File: config.mk
export PLATFORM = sky130hd
export DESIGN_NAME = mie_ram
export DESIGN_NICKNAME = d
export VERILOG_FILES = /design/src/hw/rtl/mie_ram.sv
export SDC_FILE = /design/constraint.sdc
export NUM_CORES = 2
export LEC_CHECK = 0
export ABC_AREA = 1
export BUFFER_PORTS_ARGS = -buffer_cell sky130_fd_sc_hd__buf_2
export CAP_MARGIN = 20
export CELL_PAD_IN_SITES_DETAIL_PLACEMENT = 0
export CELL_PAD_IN_SITES_GLOBAL_PLACEMENT = 1
export CORE_UTILIZATION = 35
export CTS_CLUSTER_SIZE = 14
export DETAILED_ROUTE_END_ITERATION = 10
export PLACE_DENSITY_LB_ADDON = 0.15
export SYNTH_ARGS = -nofsm -noshare
export SYNTH_HDL_FRONTEND = slang
export SYNTH_SLANG_ARGS = --single-unit
File: constraint.sdc
create_clock -name clk -period 2.1 [get_ports clk]
set_input_delay 0.21 -clock clk [delete_from_list [all_inputs] [get_ports clk]]
set_output_delay 0.21 -clock clk [all_outputs]
set_load 0.01 [all_outputs]
File: src/hw/rtl/mie_ram.sv
// Generic single-port synchronous RAM with a registered read port.
// No dependencies.
`default_nettype none

module mie_ram #(
    parameter int WIDTH = 8,
    parameter int DEPTH = 256
) (
    input  wire logic                     clk,
    input  wire logic                     en,
    input  wire logic                     we,
    input  wire logic [$clog2(DEPTH)-1:0] addr,
    input  wire logic [WIDTH-1:0]         wdata,
    output logic      [WIDTH-1:0]         rdata
);

    logic [WIDTH-1:0] mem_reg [DEPTH];
    logic [WIDTH-1:0] rdata_reg;

    always_ff @(posedge clk)
    begin
        if (en)
        begin
            if (we)
            begin
                mem_reg[addr] <= wdata;
            end
            else
            begin
                rdata_reg <= mem_reg[addr];
            end
        end
    end

    assign rdata = rdata_reg;

endmodule

`default_nettype wire

==> flow_summary.toml <==
[run_status]
status = "completed"

[synthesis]
yosysSeqAreaShare_pct = 72.8
synthMostInstantiatedCell = "nand2_1"
syn_avg_cell_area_um2 = 10.7
ys.flop_type = "edfxtp_1"
ys_warn_count = 0
synth_top_family_by_area = "simple AND/OR/NAND/NOR gates"
mappedNetlistNets = 7979
synthXorXnorAreaFrac_pct = 0
synthTopCellsByCount = "nand2_1, edfxtp_1, nor2_1"
synth_top_area_cell = "edfxtp_1"
syn_inst = 7960
ys_seq_elements = 2056
synth_top_area_share_pct = 72.8
async_flop_share_pct = 0
synth-edff-count = 2056
ys_types = 14
synthSimpleGateAreaFrac_pct = 24.1
synthAdderAreaFrac_pct = 0
synth-compound-area-share_pct = 0.755
synthTopCellsByArea = "edfxtp_1, nand2_1, nor2_1"
syn-cell-area_um2 = 84800
synth_mux_area_share_pct = 0

[sta]
setup_violations = 0
max_freq_ghz = 0.482
rsz0062_at_grt = "true"
period_needed_ps = 2080
slew_viol_final = 0
period_share_pct = 98.9
skew_ps = 42.3
holdWs_ps = 94.5
slew_headroom_pct = 46.4
tightest_slew_ps = 804
hold_viol = 0

[die]
core_um2 = 241000
initial_core_util_pct = 35.2
dieArea_um2 = 244000
die_h_um = 494
io_pins = 27
die_w_um = 494
num_rows = 180

[job]
maxCapViolations = 0

[grt]
grt_use_total_pct = 21.7
grt_max_degree = 98
grt_overflow_total = 0
antenna_found_initial = 11
grt_pass1_vias = 56700
grt_pass1_wl_mm = 389

[power]
vdd_drop_max_uv = 820
powerDensity_nw_per_um2 = 870
p_leak_nw = 41.2

[route]
drt-wirelength-per-cell_um = 22.1
met2_length_mm = 126
wl_met1_mm = 122
routed.top_layer = "met4"
drt-total-wl_mm = 265
dr_wl_met3_mm = 11.3
drtPass1Iterations = 5
postRouteAntennaNets = 0
drc_errors = 0
via_count = 57200
vias_per_cell = 4.77
drtIter0Drc = 4709

[clocking]
clock_sinks = 2056
cts_root_buffer = "clkbuf_16"
clk_path_buf_depth = 3
clock_latency_ps = 870
cts_tree = "yes"
post-cts-setup-buffers = 0
numCtsBuffers = 224
clk_pin_slew_ps = 60
h-tree-depth = 4

[place]
post-place-cells = 11600
gp_congestion = 0.833
numPortBuffers = 26
hpwl_mm = 168

[finish]
fin_cells = 12000
final_util_pct = 42.5
drive_gt1_share_pct = 13.9
syn_to_final_growth_pct = 20.7
finalNetCount = 8630
largest_reg_flops = 2048

[worst_setup_path]
worstSetupPathType = "primary input to flip-flop"
crit_path_end_kind = "flip-flop"
worstReg2RegEnd = "rdata[6]"
slowest_delay_ps = 360
r2r_slack_ps = 90
r2r_start = "mem_reg[17][6]"
crit_chain = "buf_8 -> nand2_1 -> inv_8 -> buf_4 -> buf_4 -> nand2_1 -> nand3_1 -> nand2_1 -> nand2_1 -> o21ai_1 -> nand2_2 -> nor2_4 -> nor2_1 -> nor2_1 -> buf_4 -> nand2_1"
critPathArrivalTime_ps = 2800
cpMostUsedCell = "nand2_1"
setup.worst_path.end = "rdata[5]"
path_max_fanout = 30
cp-startpoint = "addr[0]"
start_kind = "primary input"
cpMaxStageDelayCell = "buf_4"
worstPathRequired_ps = 2820
reg2reg_depth = 13

[hold_path]
min-delay-path-class = "primary input to flip-flop"
min_path_cells = 6
[critical path, delay by kind of cell]
family	cells	cell delay, ps
buf+inv	5	1180
compound gates	1	70
simple gates	10	1260
[timing repair]
item,4_1_cts,5_1_grt
pin swaps,2,18
hold endpoints to repair,1006,0
hold buffers,11,0
setup endpoints to repair,7,8
gates resized for setup,19,58
[how the worst min path moves through the flow]
stage / start / end / slack, ps
after floorplan: wdata[0] / mem_reg[0][0] / 310
final: addr[7] / rdata[7] / 90
after CTS: addr[7] / rdata[7] / 20
after global placement: wdata[6] / mem_reg[246][6] / 590
after detailed placement: wdata[6] / mem_reg[246][6] / 590
after global routing: addr[7] / rdata[1] / 80
[area by class of cell]
cell class	count	area (µm²)
timing repair buffer	849	8140
clock buffer	272	5870
antenna	14	35.0
tap	3185	3990
fill	23000	138000
clock inverter	136	1140
inverter	16	97.6
multi-input combinational	5464	21400
sequential	2056	61700
[layout by cell type (no fill, tap or decap)]
master         synthesis  routed
nor2_1               345     324
o21ai_2                0      20
buf_12                 0     136
clkinv_2               0      43
inv_12                 0       1
nand2_2                0      25
buf_6                  9       1
clkinv_4               0       2
nand2_1             4695    4669
clkbuf_16              0     228
bufinv_16              0      16
diode_2                0      14
nand4_1               40      40
edfxtp_1            2056    2056
buf_4                  5     675
inv_8                  0       2
nand2_4                0       1
clkbuf_1             161      44
buf_8                  0      10
nor2_2                 0       6
nand3_1              256     247
inv_1                 11      11
o21ai_4                0       1
dlygate4sd3_1          0      11
o21ai_1              128     107
buf_2                214      16
clkinvlp_4             0       5
clkinv_16              0       2
inv_6                  0       6
nor2_4                 0      15
clkinv_8               0       4
clkinv_1               2      60
nand3_2                0       9
[through the flow]
| stage | area, µm² | power [mW] | setup TNS [ps] | setup slack, ps |
|---|---|---|---|---|
| 6_report | 102000 | 89.1 | 0 | 23.9 |
| 4_1_cts | 102000 | 90.1 | 0 | 2.41 |
| 3_5_place_dp | 95000 | 52.0 | -504430 | -1150 |
| 3_3_place_gp | 95000 | 52.0 | -469900 | -1160 |
| 2_1_floorplan | 84800 | 48.7 | -10240 | -34.9 |
| 5_1_grt | 102000 | 92.0 | -58.4 | -25.4 |
[per-layer routing]
metal,vias to the layer above,track usage (%)
met5,-,0
li1,27600,-
met1,28100,30.3
met3,320,2.73
met2,1166,35.7
met4,0,5.63
[cell families (layout without fill, tap and decap cells)]
logic type,count (synthesis),after routing
AND/OR/NAND/NOR,5336,5336
other,0,14
AO/OA/AOI/OAI,128,128
buffers and inverters,440,1273
flip-flops,2056,2056
[power breakdown]
group | total [mW] | internal, mW | leakage [nW] | switching (mW)
combinational | 5.94 | 1.77 | 19.3 | 4.17
clock | 38.0 | 21.7 | 3.43 | 16.3
sequential | 45.2 | 45.2 | 18.5 | 0.0350
total | 89.1 | 68.7 | 41.2 | 20.5
Note: power is estimated with default switching activity, not from simulation.
