<file path="config.mk">
export PLATFORM = sky130hd
export DESIGN_NAME = mie_issue
export DESIGN_NICKNAME = d
export VERILOG_FILES = /design/src/hw/rtl/mie_pkg.sv /design/src/hw/rtl/mie_issue.sv
export SDC_FILE = /design/constraint.sdc
export NUM_CORES = 1
export LEC_CHECK = 0
export ABC_AREA = 1
export BUFFER_PORTS_ARGS = -buffer_cell sky130_fd_sc_hd__clkbuf_2
export CAP_MARGIN = 20
export CORE_UTILIZATION = 54
export DETAILED_ROUTE_END_ITERATION = 8
export GPL_ROUTABILITY_DRIVEN = 0
export GPL_TIMING_DRIVEN = 1
export PLACE_DENSITY = 0.86
export SLEW_MARGIN = 20
export SYNTH_ARGS = -nofsm -noshare
export SYNTH_HDL_FRONTEND = slang
export SYNTH_SLANG_ARGS = --single-unit
</file>
<file path="constraint.sdc">
create_clock -name vclk -period 2.58
set_input_delay 0.129 -clock vclk [all_inputs]
set_output_delay 0.129 -clock vclk [all_outputs]
set_load 0.005 [all_outputs]
</file>
<file path="src/hw/rtl/mie_pkg.sv">
// Shared opcodes, status codes, access sizes and the per-word control record
// for the I-type execute block. No dependencies.
`default_nettype none

package mie_pkg;

    localparam logic [5:0] OP_ADDI  = 6'd8;
    localparam logic [5:0] OP_ADDIU = 6'd9;
    localparam logic [5:0] OP_SLTI  = 6'd10;
    localparam logic [5:0] OP_SLTIU = 6'd11;
    localparam logic [5:0] OP_ANDI  = 6'd12;
    localparam logic [5:0] OP_ORI   = 6'd13;
    localparam logic [5:0] OP_XORI  = 6'd14;
    localparam logic [5:0] OP_LUI   = 6'd15;
    localparam logic [5:0] OP_LB    = 6'd32;
    localparam logic [5:0] OP_LH    = 6'd33;
    localparam logic [5:0] OP_LW    = 6'd35;
    localparam logic [5:0] OP_LBU   = 6'd36;
    localparam logic [5:0] OP_LHU   = 6'd37;
    localparam logic [5:0] OP_SB    = 6'd40;
    localparam logic [5:0] OP_SW    = 6'd43;

    localparam logic [1:0] ST_OK      = 2'd0;
    localparam logic [1:0] ST_OVF     = 2'd1;
    localparam logic [1:0] ST_ADDR    = 2'd2;
    localparam logic [1:0] ST_INVALID = 2'd3;

    localparam logic [1:0] SZ_BYTE = 2'd0;
    localparam logic [1:0] SZ_HALF = 2'd1;
    localparam logic [1:0] SZ_WORD = 2'd2;

    // What the retire stage needs to finish one word.
    typedef struct packed {
        logic        is_load;
        logic [1:0]  size;
        logic        sign;
        logic [1:0]  offset;
        logic [31:0] result;
        logic        write_result;
        logic [1:0]  status;
    } pend_t;

endpackage

`default_nettype wire

</file>
<file path="src/hw/rtl/mie_issue.sv">
// Issue stage: decodes the opcode, works out ALU results and the effective
// address, checks it, and drives the four byte-lane RAMs. Uses mie_pkg.
`default_nettype none

module mie_issue #(
    parameter int MEM_ADDR_BITS = 16
) (
    input  wire logic                     fire,
    input  wire logic [5:0]               mode,
    input  wire logic [31:0]              source_value,
    input  wire logic [31:0]              store_value,
    input  wire logic signed [15:0]       immediate,
    output mie_pkg::pend_t                info,
    output logic                          mem_read,
    output logic [3:0]                    lane_we,
    output logic [MEM_ADDR_BITS-3:0]      word_addr,
    output logic [31:0]                   wdata
);

    logic [31:0] simm;
    logic [31:0] zimm;
    logic [31:0] ea;
    logic        in_range;
    logic        ovf;
    logic [3:0]  lane_sel;
    mie_pkg::pend_t info_c;

    always_comb
    begin
        simm     = {{16{immediate[15]}}, immediate};
        zimm     = {16'h0000, immediate};
        ea       = source_value + simm;
        in_range = (ea[31:MEM_ADDR_BITS] == '0);
        ovf      = (~(source_value[31] ^ simm[31])) & (source_value[31] ^ ea[31]);
        lane_sel = 4'b0000;
        wdata    = store_value;

        info_c.is_load      = 1'b0;
        info_c.size         = mie_pkg::SZ_BYTE;
        info_c.sign         = 1'b0;
        info_c.offset       = ea[1:0];
        info_c.result       = 32'h0;
        info_c.write_result = 1'b0;
        info_c.status       = mie_pkg::ST_OK;

        case (mode)
            mie_pkg::OP_ADDI:
            begin
                if (ovf)
                begin
                    info_c.status = mie_pkg::ST_OVF;
                end
                else
                begin
                    info_c.result       = ea;
                    info_c.write_result = 1'b1;
                end
            end
            mie_pkg::OP_ADDIU:
            begin
                info_c.result       = ea;
                info_c.write_result = 1'b1;
            end
            mie_pkg::OP_SLTI:
            begin
                info_c.result       = {31'h0, ($signed(source_value) < $signed(simm))};
                info_c.write_result = 1'b1;
            end
            mie_pkg::OP_SLTIU:
            begin
                info_c.result       = {31'h0, (source_value < simm)};
                info_c.write_result = 1'b1;
            end
            mie_pkg::OP_ANDI:
            begin
                info_c.result       = source_value & zimm;
                info_c.write_result = 1'b1;
            end
            mie_pkg::OP_ORI:
            begin
                info_c.result       = source_value | zimm;
                info_c.write_result = 1'b1;
            end
            mie_pkg::OP_XORI:
            begin
                info_c.result       = source_value ^ zimm;
                info_c.write_result = 1'b1;
            end
            mie_pkg::OP_LUI:
            begin
                info_c.result       = {immediate, 16'h0000};
                info_c.write_result = 1'b1;
            end
            mie_pkg::OP_LB, mie_pkg::OP_LBU:
            begin
                info_c.size = mie_pkg::SZ_BYTE;
                info_c.sign = (mode == mie_pkg::OP_LB);
                if (in_range)
                begin
                    info_c.is_load      = 1'b1;
                    info_c.write_result = 1'b1;
                end
                else
                begin
                    info_c.status = mie_pkg::ST_ADDR;
                end
            end
            mie_pkg::OP_LH, mie_pkg::OP_LHU:
            begin
                info_c.size = mie_pkg::SZ_HALF;
                info_c.sign = (mode == mie_pkg::OP_LH);
                if (in_range && !ea[0])
                begin
                    info_c.is_load      = 1'b1;
                    info_c.write_result = 1'b1;
                end
                else
                begin
                    info_c.status = mie_pkg::ST_ADDR;
                end
            end
            mie_pkg::OP_LW:
            begin
                info_c.size = mie_pkg::SZ_WORD;
                if (in_range && (ea[1:0] == 2'b00))
                begin
                    info_c.is_load      = 1'b1;
                    info_c.write_result = 1'b1;
                end
                else
                begin
                    info_c.status = mie_pkg::ST_ADDR;
                end
            end
            mie_pkg::OP_SB:
            begin
                // The byte is copied to every lane; only the addressed lane writes.
                wdata = {4{store_value[7:0]}};
                if (in_range)
                begin
                    lane_sel = 4'b0001 << ea[1:0];
                end
                else
                begin
                    info_c.status = mie_pkg::ST_ADDR;
                end
            end
            mie_pkg::OP_SW:
            begin
                if (in_range && (ea[1:0] == 2'b00))
                begin
                    lane_sel = 4'b1111;
                end
                else
                begin
                    info_c.status = mie_pkg::ST_ADDR;
                end
            end
            default:
            begin
                info_c.status = mie_pkg::ST_INVALID;
            end
        endcase
    end

    assign info      = info_c;
    assign mem_read  = fire & info_c.is_load;
    assign lane_we   = fire ? lane_sel : 4'b0000;
    assign word_addr = ea[MEM_ADDR_BITS-1:2];

endmodule

`default_nettype wire

</file>
==> run summary, run 1 <==
Outcome: stopped before the end
Fail Step: global routing
Halt Reason: [ERROR GRT-0232] Routing congestion too high. Check the congestion heatmap in the GUI.
Avg Inst Size Synth: 5.12 sq um
Top-count cell post-synth: nand2_1
Ys Warns: 0
Top cell type's share of synthesized area: 0.289
Synth top area cells: nand2_1 29%, ha_1 20%, inv_1 14%
Post-synth net total: 1143
Register area share after synthesis: 0
Post-Syn Area: 5000 sq um
Core Rows: 34
Die Height: 98.2 microns
IO buf count: 179
Worst endpoint, post-GRT repair: lane_we[1]
Mapped Cells: 976
Initial core utilization: 0.565
Hold-fix buffers at CTS: 0
Die W: 98.2 microns
Total grt overflow: 210
Io pins: 179
Synth cell types: 40
Synth cell count leaders: 385 x nand2_1, 182 x inv_1, 79 x ha_1, 76 x nor2_1, 44 x nand3_1
Leading area contributor after synthesis: nand2_1
WEP type: output port
Post-DP HPWL: 16900 microns
Pin count of the biggest net entering global routing: 25
Global Route Usage Sum: 0.872
metal layers:
layer / overflow / global-route usage
met1: 3 / 0.836
met2: 121 / 1.04
met3: 1 / 0.734
met4: 85 / 0.963
met5: 0 / 0.287
metrics by stage:
stage | std cells | area, sq um | util | worst slack (ps)
2_1_floorplan | 976 | 5000 | - | 236
3_3_place_gp | 1376 | 6940 | 0.784 | -363
3_5_place_dp | 1376 | 6940 | 0.784 | -376
4_1_cts | 1390 | 7700 | 0.870 | -47.9
timing repair:
action | CTS
setup endpoints to repair | 39
gates resized for setup | 134
setup buffers | 13
gates cloned | 1
pin swaps | 54
logic make-up after synthesis:
group	after synthesis	share of synthesized area
AND/OR/NAND/NOR	583	0.496
XOR/XNOR	15	0.0263
AO/OA/AOI/OAI	78	0.0973
buffers and inverters	220	0.179
adder cells (fa/ha/maj)	80	0.202
==> run 2, diff against run 1 <==
--- a/config.mk
+++ b/config.mk
@@ -8,11 +8,11 @@
 export ABC_AREA = 1
 export BUFFER_PORTS_ARGS = -buffer_cell sky130_fd_sc_hd__clkbuf_2
 export CAP_MARGIN = 20
-export CORE_UTILIZATION = 54
+export CORE_UTILIZATION = 40
 export DETAILED_ROUTE_END_ITERATION = 8
 export GPL_ROUTABILITY_DRIVEN = 0
 export GPL_TIMING_DRIVEN = 1
-export PLACE_DENSITY = 0.86
+export PLACE_DENSITY_LB_ADDON = 0.15
 export SLEW_MARGIN = 20
 export SYNTH_ARGS = -nofsm -noshare
 export SYNTH_HDL_FRONTEND = slang
==> run summary, run 2 <==
Synth top area cells: nand2_1 29%, ha_1 20%, inv_1 14%
Fin Hold WS: 444 ps
Initial antenna violation count: 0
Register area share after synthesis: 0
IO buf count: 179
Layout Nets: 1459
Number of endpoints failing setup at the final stage: 4
Relative slew slack: 0.598
Ys Warns: 0
RSZ-0062 raised after global routing: true
Die Height: 114 microns
Synth cell count leaders: 385 x nand2_1, 182 x inv_1, 79 x ha_1, 76 x nor2_1, 44 x nand3_1
Final WS setup: -40.0 ps
Post-synth net total: 1143
Setup slack at placement: -222 ps
Vias in the first global route: 6503
Critical Path Max Stage Delay: 320 ps
Crit path DAT: 2490 ps
Crit path max-delay family: simple AND/OR/NAND/NOR gates
FMAX: 0.382 GHz
Total grt overflow: 0
Max-Cap Viols: 0
Fraction of layout cells with a size suffix above 1: 0.410
Crit path launch type: input pin
Maximum VDD drop: 0.0854 mV
Initial core utilization: 0.413
Most frequent cells in the layout: 338 x nand2_1, 174 x clkbuf_2, 164 x inv_1, 157 x buf_4, 55 x nand2_2
Req. time, crit path: 2450 ps
Outcome: finished, violations left
Post-Syn Area: 5000 sq um
CP most frequent cell: nand2_1
Footprint of the multi-input gates: 4860 sq um
CP Class: in -> out
Vias per inst: 4.96
Total power: 1.66 mW
Setup crit end kind: output port
Crit-path slowest cell: ha_4
Top-count cell post-synth: nand2_1
CP bufs+invs: 5
Top cell type's share of synthesized area: 0.289
Crit path max fanout: 8
Commonest non-fill, non-tap cell in the layout: nand2_1
Clock Buffer Count: 0
Post-DP HPWL: 17000 microns
Final antenna-violating net count: 0
Iteration-0 DRC Markers: 531
Core Rows: 40
DR WL/cell: 14.5 microns
Die W: 114 microns
First-pass GRT wire length: 31600 microns
Global Route Usage Sum: 0.305
Max Transition Viols Final: 0
Worst-path cell chain: buf_8 > inv_8 > buf_12 > ha_4 > nor2_4 > buf_4 > nand2_1 > nand2_1 > nand2_1 > nand2_1 > a21oi_2 > nand2_1 > nand2_1 > nand2_1 > nor2_2 > nand2_2 > nor2_4 > nand4_2 > a21oi_1 > clkbuf_2
DIE AREA: 13000 sq um
Fin. Hold Viols: 0
Fin util: 0.663
Avg Inst Size Synth: 5.12 sq um
ANT cells: 0
Synth cell types: 40
Leakage: 4.80 nW
Seq_cells: 0
Mapped Cells: 976
Placeable core region: 12100 sq um
Io pins: 179
Setup TNS Final: -98.8 ps
Pwr Density: 206 nW/um^2
DRC: 0
Failing checks: setup timing
Drt pass-1 iters: 5
Sequential cell area: 0 sq um
Pin count of the biggest net entering global routing: 23
Min-Delay Path Class: in -> out
Final worst-path cycle share: 1.02
WL final: 21200 microns
Leading area contributor after synthesis: nand2_1
Routed vias: 7238
P&R area growth vs syn: 60.7%
Layout fillers: 1151
Worst Tran Pin Value: 602 ps
Tmin final: 2620 ps
run 2: final cells by class:
class                      count  area share
inverter                     190      0.0903
multi-input combinational    756       0.605
tap                          168      0.0262
timing repair buffer         344       0.279
run 2: cells by family (layout without fill, tap and decap cells):
family / count (synthesis) / after routing / share of synthesized area
AOI/OAI and AO/OA: 78 / 78 / 0.0973
xor gates and xnor gates: 15 / 15 / 0.0263
adders and majority gates: 80 / 80 / 0.202
buffers and inverters: 220 / 534 / 0.179
and+or+nand+nor: 583 / 583 / 0.496
run 2: metrics by stage:
stage / instances / cell area [sq um]
after floorplan: 976 / 5000
after global placement: 1438 / 7040
after detailed placement: 1438 / 7040
after CTS: 1451 / 7590
after global routing: 1458 / 8040
final: 1458 / 8040
run 2: final timing paths:
check,from,to,slack (ps),depth (start not counted)
hold / removal,store_value[0],wdata[0],440,2
setup / recovery,immediate[15],lane_we[2],-40,20
run 2: repair_timing:
| item | CTS | global route |
|---|---|---|
| cloned | 1 | 0 |
| pin swaps | 39 | 55 |
| endpoints found under the setup margin | 38 | 40 |
| gates resized for setup | 91 | 110 |
| setup buffers | 12 | 7 |
| hold buffers | 0 | 0 |
run 2: metal layers:
| layer | wire length (microns) | part of all wire | track usage |
|---|---|---|---|
| met2 | 10000 | 0.47 | 0.539 |
| met3 | 1710 | 0.081 | 0.0287 |
| met5 | 0 | 0 | 0 |
| met4 | 501 | 0.024 | 0.0649 |
| met1 | 8940 | 0.42 | 0.402 |
run 2: power by group:
group | switching, mW | leakage [nW] | internal (mW)
clock | 0 | 0 | 0
sequential | 0 | 0 | 0
combinational | 0.902 | 4.80 | 0.756
Note: power is estimated with default switching activity, not from simulation.
