$ cat config.mk
export PLATFORM = sky130hd
export DESIGN_NAME = mie_retire
export DESIGN_NICKNAME = d
export VERILOG_FILES = /design/src/hw/rtl/mie_pkg.sv /design/src/hw/rtl/mie_retire.sv
export SDC_FILE = /design/constraint.sdc
export NUM_CORES = 1
export LEC_CHECK = 0
export ABC_AREA = 1
export BUFFER_PORTS_ARGS = -buffer_cell sky130_fd_sc_hd__buf_4
export CAP_MARGIN = 25
export CORE_MARGIN = 2
export CORE_UTILIZATION = 35
export CTS_CLUSTER_DIAMETER = 100
export CTS_CLUSTER_SIZE = 8
export DETAILED_ROUTE_END_ITERATION = 7
export GPL_TIMING_DRIVEN = 0
export SYNTH_ARGS = -nofsm -noshare
export SYNTH_HDL_FRONTEND = slang
export SYNTH_SLANG_ARGS = --single-unit
export TNS_END_PERCENT = 10
$ cat constraint.sdc
create_clock -name clk -period 6 [get_ports clk]
set_clock_uncertainty 0.1 [all_clocks]
set_input_delay 0 -clock clk [delete_from_list [all_inputs] [get_ports clk]]
set_output_delay 0 -clock clk [all_outputs]
set_load 0.02 [all_outputs]
$ cat src/hw/rtl/mie_pkg.sv
// Shared opcodes, status codes, access sizes and the per-word control record
// for the I-type execute block. No dependencies.
`default_nettype none

package mie_pkg;

    localparam logic [5:0] OP_ADDI  = 6'd8;
    localparam logic [5:0] OP_ADDIU = 6'd9;
    localparam logic [5:0] OP_SLTI  = 6'd10;
    localparam logic [5:0] OP_SLTIU = 6'd11;
    localparam logic [5:0] OP_ANDI  = 6'd12;
    localparam logic [5:0] OP_ORI   = 6'd13;
    localparam logic [5:0] OP_XORI  = 6'd14;
    localparam logic [5:0] OP_LUI   = 6'd15;
    localparam logic [5:0] OP_LB    = 6'd32;
    localparam logic [5:0] OP_LH    = 6'd33;
    localparam logic [5:0] OP_LW    = 6'd35;
    localparam logic [5:0] OP_LBU   = 6'd36;
    localparam logic [5:0] OP_LHU   = 6'd37;
    localparam logic [5:0] OP_SB    = 6'd40;
    localparam logic [5:0] OP_SW    = 6'd43;

    localparam logic [1:0] ST_OK      = 2'd0;
    localparam logic [1:0] ST_OVF     = 2'd1;
    localparam logic [1:0] ST_ADDR    = 2'd2;
    localparam logic [1:0] ST_INVALID = 2'd3;

    localparam logic [1:0] SZ_BYTE = 2'd0;
    localparam logic [1:0] SZ_HALF = 2'd1;
    localparam logic [1:0] SZ_WORD = 2'd2;

    // What the retire stage needs to finish one word.
    typedef struct packed {
        logic        is_load;
        logic [1:0]  size;
        logic        sign;
        logic [1:0]  offset;
        logic [31:0] result;
        logic        write_result;
        logic [1:0]  status;
    } pend_t;

endpackage

`default_nettype wire

$ cat src/hw/rtl/mie_retire.sv
// Retire stage: holds the word whose RAM read is in flight, shapes load data
// (lane select, sign or zero extension) and keeps the output register. Uses mie_pkg.
`default_nettype none

module mie_retire (
    input  wire logic           clk,
    input  wire logic           rst_n,
    input  wire logic           fire,
    input  wire mie_pkg::pend_t info,
    input  wire logic [31:0]    rdata,
    input  wire logic           result_stall,
    output logic                busy,
    output logic                pend_valid,
    output logic                result_valid,
    output logic [31:0]         result,
    output logic                write_result,
    output logic [1:0]          status
);

    logic           pend_valid_reg;
    logic           pend_valid_next;
    mie_pkg::pend_t pend_reg;
    logic           out_valid_reg;
    logic           out_valid_next;
    logic [31:0]    out_result_reg;
    logic           out_write_reg;
    logic [1:0]     out_status_reg;
    logic           pend_move;
    logic [7:0]     byte_sel;
    logic [15:0]    half_sel;
    logic [31:0]    loaded;
    logic [31:0]    value;

    assign pend_move       = pend_valid_reg & (~out_valid_reg | ~result_stall);
    // The RAM read data only holds while the pending word waits, so no new word
    // may enter until it has moved on.
    assign busy            = pend_valid_reg & ~pend_move;
    assign pend_valid_next = fire | (pend_valid_reg & ~pend_move);
    assign out_valid_next  = pend_move | (out_valid_reg & result_stall);

    always_comb
    begin
        case (pend_reg.offset)
            2'd0:    byte_sel = rdata[31:24];
            2'd1:    byte_sel = rdata[23:16];
            2'd2:    byte_sel = rdata[15:8];
            default: byte_sel = rdata[7:0];
        endcase
        half_sel = pend_reg.offset[1] ? rdata[15:0] : rdata[31:16];

        case (pend_reg.size)
            mie_pkg::SZ_BYTE:
                loaded = {{24{pend_reg.sign & byte_sel[7]}}, byte_sel};
            mie_pkg::SZ_HALF:
                loaded = {{16{pend_reg.sign & half_sel[15]}}, half_sel};
            default:
                loaded = rdata;
        endcase

        value = pend_reg.is_load ? loaded : pend_reg.result;
    end

    always_ff @(posedge clk or negedge rst_n)
    begin
        if (!rst_n)
        begin
            pend_valid_reg <= 1'b0;
            out_valid_reg  <= 1'b0;
        end
        else
        begin
            pend_valid_reg <= pend_valid_next;
            out_valid_reg  <= out_valid_next;
        end
    end

    always_ff @(posedge clk)
    begin
        if (fire)
        begin
            pend_reg <= info;
        end
        if (pend_move)
        begin
            out_result_reg <= value;
            out_write_reg  <= pend_reg.write_result;
            out_status_reg <= pend_reg.status;
        end
    end

    assign pend_valid   = pend_valid_reg;
    assign result_valid = out_valid_reg;
    assign result       = out_result_reg;
    assign write_result = out_write_reg;
    assign status       = out_status_reg;

endmodule

`default_nettype wire

==> results_dict.tcl, run 1 <==
set metrics [dict create \
    outcome "completed" \
    grt-ovfl-total 0 \
    cts_tree "built" \
    synth_top_cell_area_share_pct 63.25 \
    multi_input_area_um2 1045 \
    globalplace.congestion 0.8575 \
    synth_xor_area_share_pct 0 \
    drtIter0Drc 104 \
    ys_warn_count 0 \
    hold_path.class "in -> reg" \
    max_slew_margin_pct 54.34 \
    antenna_found_initial 0 \
    timing.rr.start "pend_reg[39]" \
    drive_above_1_share_pct 35.18 \
    clkTransAtPathRegs_ns 0.08 \
    synth-compound-area-share_pct 9.639 \
    die_y_um 105.5 \
    die_w_um 105.5 \
    grt_usage_pct 17.54 \
    fin_crit_sh_pct 27.77 \
    grt_pass1_vias 2985 \
    cts_hold_buf 67 \
    cap_violations 0 \
    end_kind "register" \
    finalSetupViolations 0 \
    route.vias.total 3020 \
    coreArea_um2 10180 \
    cts_resized 0 \
    critPathArrivalTime_ns 1.67 \
    final_max_slew_viol_count 0 \
    p_seq_share_pct 48.3 \
    start_util_pct 35.43 \
    p_sw_share_pct 25.89 \
    p_sw_mw 0.3615 \
    portBuffers 114 \
    power.share.clock_pct 30.5 \
    clock_path_buffers 2 \
    leakagePower_nw 2.427 \
    grt_max_degree 43 \
    r2r_slack_ns 4.33 \
    root_buffer "clkbuf_8" \
    vias_per_cell 4.583 \
    wl_per_cell_um 14.46 \
    hold_slack_ns 0.02154 \
    largest_reg_flops 41 \
    synth-seq-cells 78 \
    syn_area_per_cell_um2 11.10 \
    antenna_left 0 \
    startpoint "pend_reg[39]" \
    rsz0062_at_grt "no" \
    worstMarginPinSlew_ns 0.6833 \
    instances_no_fill 659 \
    layout.nets 595 \
    required_ns 6.01 \
    synth-seq-area-share_pct 64.63 \
    critical_path_peak_fanout 10 \
    drt_wl_total_um 9526 \
    yosysTopAreaCell "edfxtp_1" \
    regArea_um2 2332 \
    worstSetupPathType "reg -> reg" \
    syn_inst 325 \
    synth_top_cells_by_area "edfxtp_1, nand2_1, a21oi_1" \
    hold_viol 0 \
    ir_drop_uv 133.2 \
    htree_num_levels 3 \
    intPower_mw 1.034 \
    setup_tns_ns 0 \
    cts_buffers 9 \
    dpl.cell_count 576 \
    drtPass1Iterations 5 \
    worstSkewPairLatency_ns 0.35 \
    synth_cell_types 27 \
    fmax_mhz 600.2 \
    fillers 899 \
    syn_area_um2 3608 \
    dpl.hpwl_um 6524 \
    synthAdderAreaFrac_pct 0 \
    clock-sinks 78 \
    grt_pass1_wl_um 14770 \
    critPathLaunchType "register" \
    r2r_cells 7 \
    worstHoldPathCells 5 \
    placement_rows 37 \
    slowest_delay_ns 0.39 \
    comb_power_share_pct 21.1 \
    muxShareOfSynthArea_pct 0 \
    path_cells "buf_6 -> inv_4 -> nand2_1 -> o211ai_1 -> o21ai_0 -> nand2_1 -> nand2_1" \
    drc 0 \
    crit_slowest_cell "edfxtp_1" \
    antennaDiodeCount 0 \
    synth_top_family_by_area "simple AND/OR/NAND/NOR gates" \
    critPathCapture "result[3]" \
    period_needed_ns 1.666 \
    timing.rr.end "result[3]" \
    post_cts.repair.setup_buffers 0 \
    yosys.area_share.simple_pct 19.00 \
    power_density_nw_per_um2 251.2 \
    path_common_cell "nand2_1" \
    syn-num-nets 402 \
    pin_count 115 \
    die_area_um2 11140 \
    synthToLayoutAreaGrowth_pct 54.02 \
]
[logic make-up after synthesis]
| logic type | Yosys count |
|---|---|
| AND/OR/NAND/NOR | 134 |
| flip-flops | 78 |
| AO/OA/AOI/OAI | 63 |
| buffers and inverters | 50 |
[synthesized netlist by cell type (all sizes together)]
library cell / instances
nor2: 31
inv: 35
a21oi: 34
clkbuf: 5
edfxtp: 76
dfrtp: 2
nand2: 66
or2: 18
nand3: 19
o21ai: 20
a31oi: 1
buf: 10
o211ai: 8
[final cells by class]
cell class              instances  share of cell area (%)
well taps                     136                   3.062
repair buffers                182                   27.96
inverters                      35                   2.499
clock inverters                 6                   1.553
plain buffers                  15                   1.869
flip-flops and latches         78                   41.96
clock buffers                  10                   2.296
multi-input cells             197                   18.80
[routing by layer]
metal  wire [µm]  track usage [%]  up-vias
met5           0                0        -
met4         188            7.519        0
met3         593            3.649       16
li1            -                -     1490
met1        4068            21.95     1399
met2        4675            29.40      115
[power groups by stage]
stage	combinational [mW]	sequential (mW)	clock, mW
after floorplan	0.107	0.718	0
after global placement	0.252	0.689	0
after detailed placement	0.260	0.688	0
after CTS	0.296	0.676	0.438
after global routing	0.322	0.680	0.462
final	0.295	0.675	0.426
[stage by stage]
step	utilization [%]	power (mW)	cell area, µm²	worst slack, ns
2_1_floorplan	-	0.8255	3608	3.193
3_3_place_gp	45.50	0.9401	4634	2.361
3_5_place_dp	45.88	0.9479	4673	4.335
4_1_cts	54.57	1.411	5558	4.314
5_1_grt	54.57	1.463	5558	4.234
6_report	54.57	1.396	5558	4.334
[critical path, delay by kind of cell, from the launching register on]
kind	cells	cell delay (ns)
compound gates	2	0.33
buf+inv	2	0.27
flops	1	0.39
simple gates	3	0.33
[cells in the final DEF (no fill, tap or decap), types with 2 or more instances in the layout]
master / n
buf_4: 115
edfxtp_1: 76
dlygate4sd3_1: 67
nand2_1: 64
a21oi_1: 32
inv_1: 30
nor2_1: 28
o21ai_0: 19
or2_2: 18
nand3_2: 13
clkbuf_8: 9
o211ai_1: 8
clkbuf_1: 6
nand3_1: 5
buf_2: 5
inv_4: 3
inv_2: 2
buf_6: 2
buf_8: 2
a21oi_4: 2
bufinv_16: 2
clkinv_2: 2
dfrtp_1: 2
[how the worst min path moves through the flow]
stage,startpoint,slack [ns],end
detailed placement,rst_n,-0.32,result_valid
finish,rdata[15],0.02,result[15]
CTS,rdata[15],0.01,result[15]
global route,rdata[15],0.02,result[15]
global placement,rst_n,-0.32,pend_valid
floorplan,rst_n,-0.40,pend_valid
(Power assumes the default switching activity.)
==> run 2, diff against run 1 <==
clock period = 1.6 ns   (was 6 ns; I/O delays follow)
==> run 2 against run 1 <==
Effect of this change:
- critical path type unchanged
- worst setup slack lost 4.3 ns
- utilization grew 0.098 points
- die area is the same
- cell count shrank 0.46%
- hold slack lost 0.024 ns
- global-route usage is essentially flat
- highest routed layer unchanged
- register-to-register slack lost 4.3 ns
- the run now ends with negative hold slack left
- via count shrank 1.1%
==> results_dict.tcl, run 2 (synthesized netlist as in run 1, its figures left out) <==
set metrics [dict create \
    power.share.clock_pct 29.5 \
    htree_num_levels 3 \
    max_slew_margin_pct 62.74 \
    grt-ovfl-total 0 \
    ir_drop_uv 639.3 \
    fin_ws_ns 0.02005 \
    hold_slack_ns -0.002788 \
    fmax_mhz 632.9 \
    rsz0062_at_grt "yes" \
    clkTransAtPathRegs_ns 0.08 \
    critPathLaunchType "register" \
    root_buffer "clkbuf_8" \
    cts_tree "built" \
    vias_per_cell 4.553 \
    final_common_cell "buf_4" \
    cap_violations 0 \
    portBuffers 114 \
    antenna_left 0 \
    grt_pass1_vias 2926 \
    end_kind "register" \
    synthToLayoutAreaGrowth_pct 54.30 \
    die_area_um2 11140 \
    drtPass1Iterations 5 \
    drive_above_1_share_pct 38.27 \
    dpl.hpwl_um 6570 \
    comb_power_share_pct 21.7 \
    hold_viol 1 \
    clock-sinks 78 \
    hold_path.class "in -> reg" \
    critPathArrivalTime_ns 1.71 \
    p_seq_share_pct 48.8 \
    final_cell_mix "buf_4, edfxtp_1, dlygate4sd3_1, nand2_1, a21oi_1" \
    p_sw_mw 1.408 \
    violations "negative hold slack" \
    period_needed_ns 1.580 \
    outcome "finished with violations" \
    path_cells "buf_6 -> nor2_8 -> inv_6 -> a21oi_4 -> nand2_4 -> buf_12 -> nand3_2 -> nand2_1 -> inv_1" \
    worstSetupPathType "reg -> reg" \
    die_w_um 105.5 \
    clock_path_buffers 2 \
    pin_count 115 \
    drc 0 \
    required_ns 1.73 \
    drt_wl_total_um 9584 \
    intPower_mw 3.782 \
    placement_rows 37 \
    cts_buffers 9 \
    wl_per_cell_um 14.61 \
    worstSkewPairLatency_ns 0.36 \
    die_y_um 105.5 \
    dpl_worst_slack_ns -0.02080 \
    grt_pass1_wl_um 14850 \
    p_sw_share_pct 27.12 \
    route.vias.total 2987 \
    globalplace.congestion 0.8085 \
    grt_max_degree 43 \
    grt_usage_pct 17.57 \
    leakagePower_nw 2.427 \
    worstMarginPinSlew_ns 0.5588 \
    fin_crit_sh_pct 98.75 \
    antennaDiodeCount 0 \
    finalSetupViolations 0 \
    coreArea_um2 10180 \
    antenna_found_initial 0 \
    crit_slowest_cell "edfxtp_1" \
    final_max_slew_viol_count 0 \
    power_density_nw_per_um2 932.2 \
    slowest_delay_ns 0.38 \
    critical_path_peak_fanout 10 \
    layout.nets 592 \
    start_util_pct 35.43 \
    drtIter0Drc 161 \
    largest_reg_flops 41 \
]
==> run 2: final timing paths <==
path                                    from      endpoint  slack [ns]  depth (start not counted)
worst min-delay path               rdata[17]    result[17]      -0.003                          5
worst max-delay path            pend_reg[39]    result[23]        0.02                          9
worst max register to register  pend_reg[39]    result[23]        0.02                          9
max in group asynchronous              rst_n  result_valid        0.84                          3
worst min register to register   pend_reg[0]     status[0]        0.33                          0
min in group asynchronous              rst_n    pend_valid        0.42                          3
==> run 2: worst max-delay path: cells and delay by family (launching register included) <==
kind	cells	cell delay, ns
AO/OA/AOI/OAI	1	0.14
buffers and inverters	4	0.45
flip-flops	1	0.38
AND/OR/NAND/NOR	4	0.38
==> run 2: through the flow <==
| stage | util, % | setup TNS [ns] | total power [mW] | cells | instance area (µm²) |
|---|---|---|---|---|---|
| after detailed placement | 45.91 | -0.1175 | 3.556 | 576 | 4676 |
| final | 54.67 | 0 | 5.190 | 656 | 5568 |
| after global routing | 54.67 | -0.6825 | 5.443 | 656 | 5568 |
| after global placement | 45.64 | -9.272 | 3.525 | 575 | 4648 |
| after CTS | 54.16 | 0 | 5.210 | 655 | 5517 |
| after floorplan | - | -0.2995 | 3.098 | 325 | 3622 |
==> run 2: what timing repair did <==
action / 4_1_cts / 5_1_grt
buffers inserted: 0 / 1
hold endpoints to repair: 75 / 0
hold buffers: 63 / 0
endpoints found under the setup margin: 18 / 46
pin swaps: 0 / 0
gates resized for setup: 8 / 17
cloned: 0 / 0
==> run 2: power by group through the flow <==
stage	Sequential [mW]	Combinational, mW	Clock, mW
after floorplan	2.69	0.405	0
after global placement	2.58	0.949	0
after detailed placement	2.58	0.978	0
after CTS	2.53	1.11	1.57
after global routing	2.55	1.23	1.67
final	2.53	1.12	1.53
==> run 2: area by class of cell <==
type / instances / area, µm²
fill: 898 / 4617
sequential: 78 / 2335
timing repair buffer: 179 / 1521
multi-input combinational: 197 / 1071
tap: 136 / 170.2
inverter: 35 / 143.9
clock buffer: 10 / 137.6
buffer: 15 / 120.1
clock inverter: 6 / 68.82
==> run 2: metal layers <==
metal | GRT usage, % | vias up | share of wire, %
met5 | 0 | - | 0
li1 | - | 1485 | -
met2 | 29.22 | 108 | 49
met4 | 4.887 | 0 | 1.3
met1 | 22.82 | 1382 | 43
met3 | 4.453 | 12 | 6.5
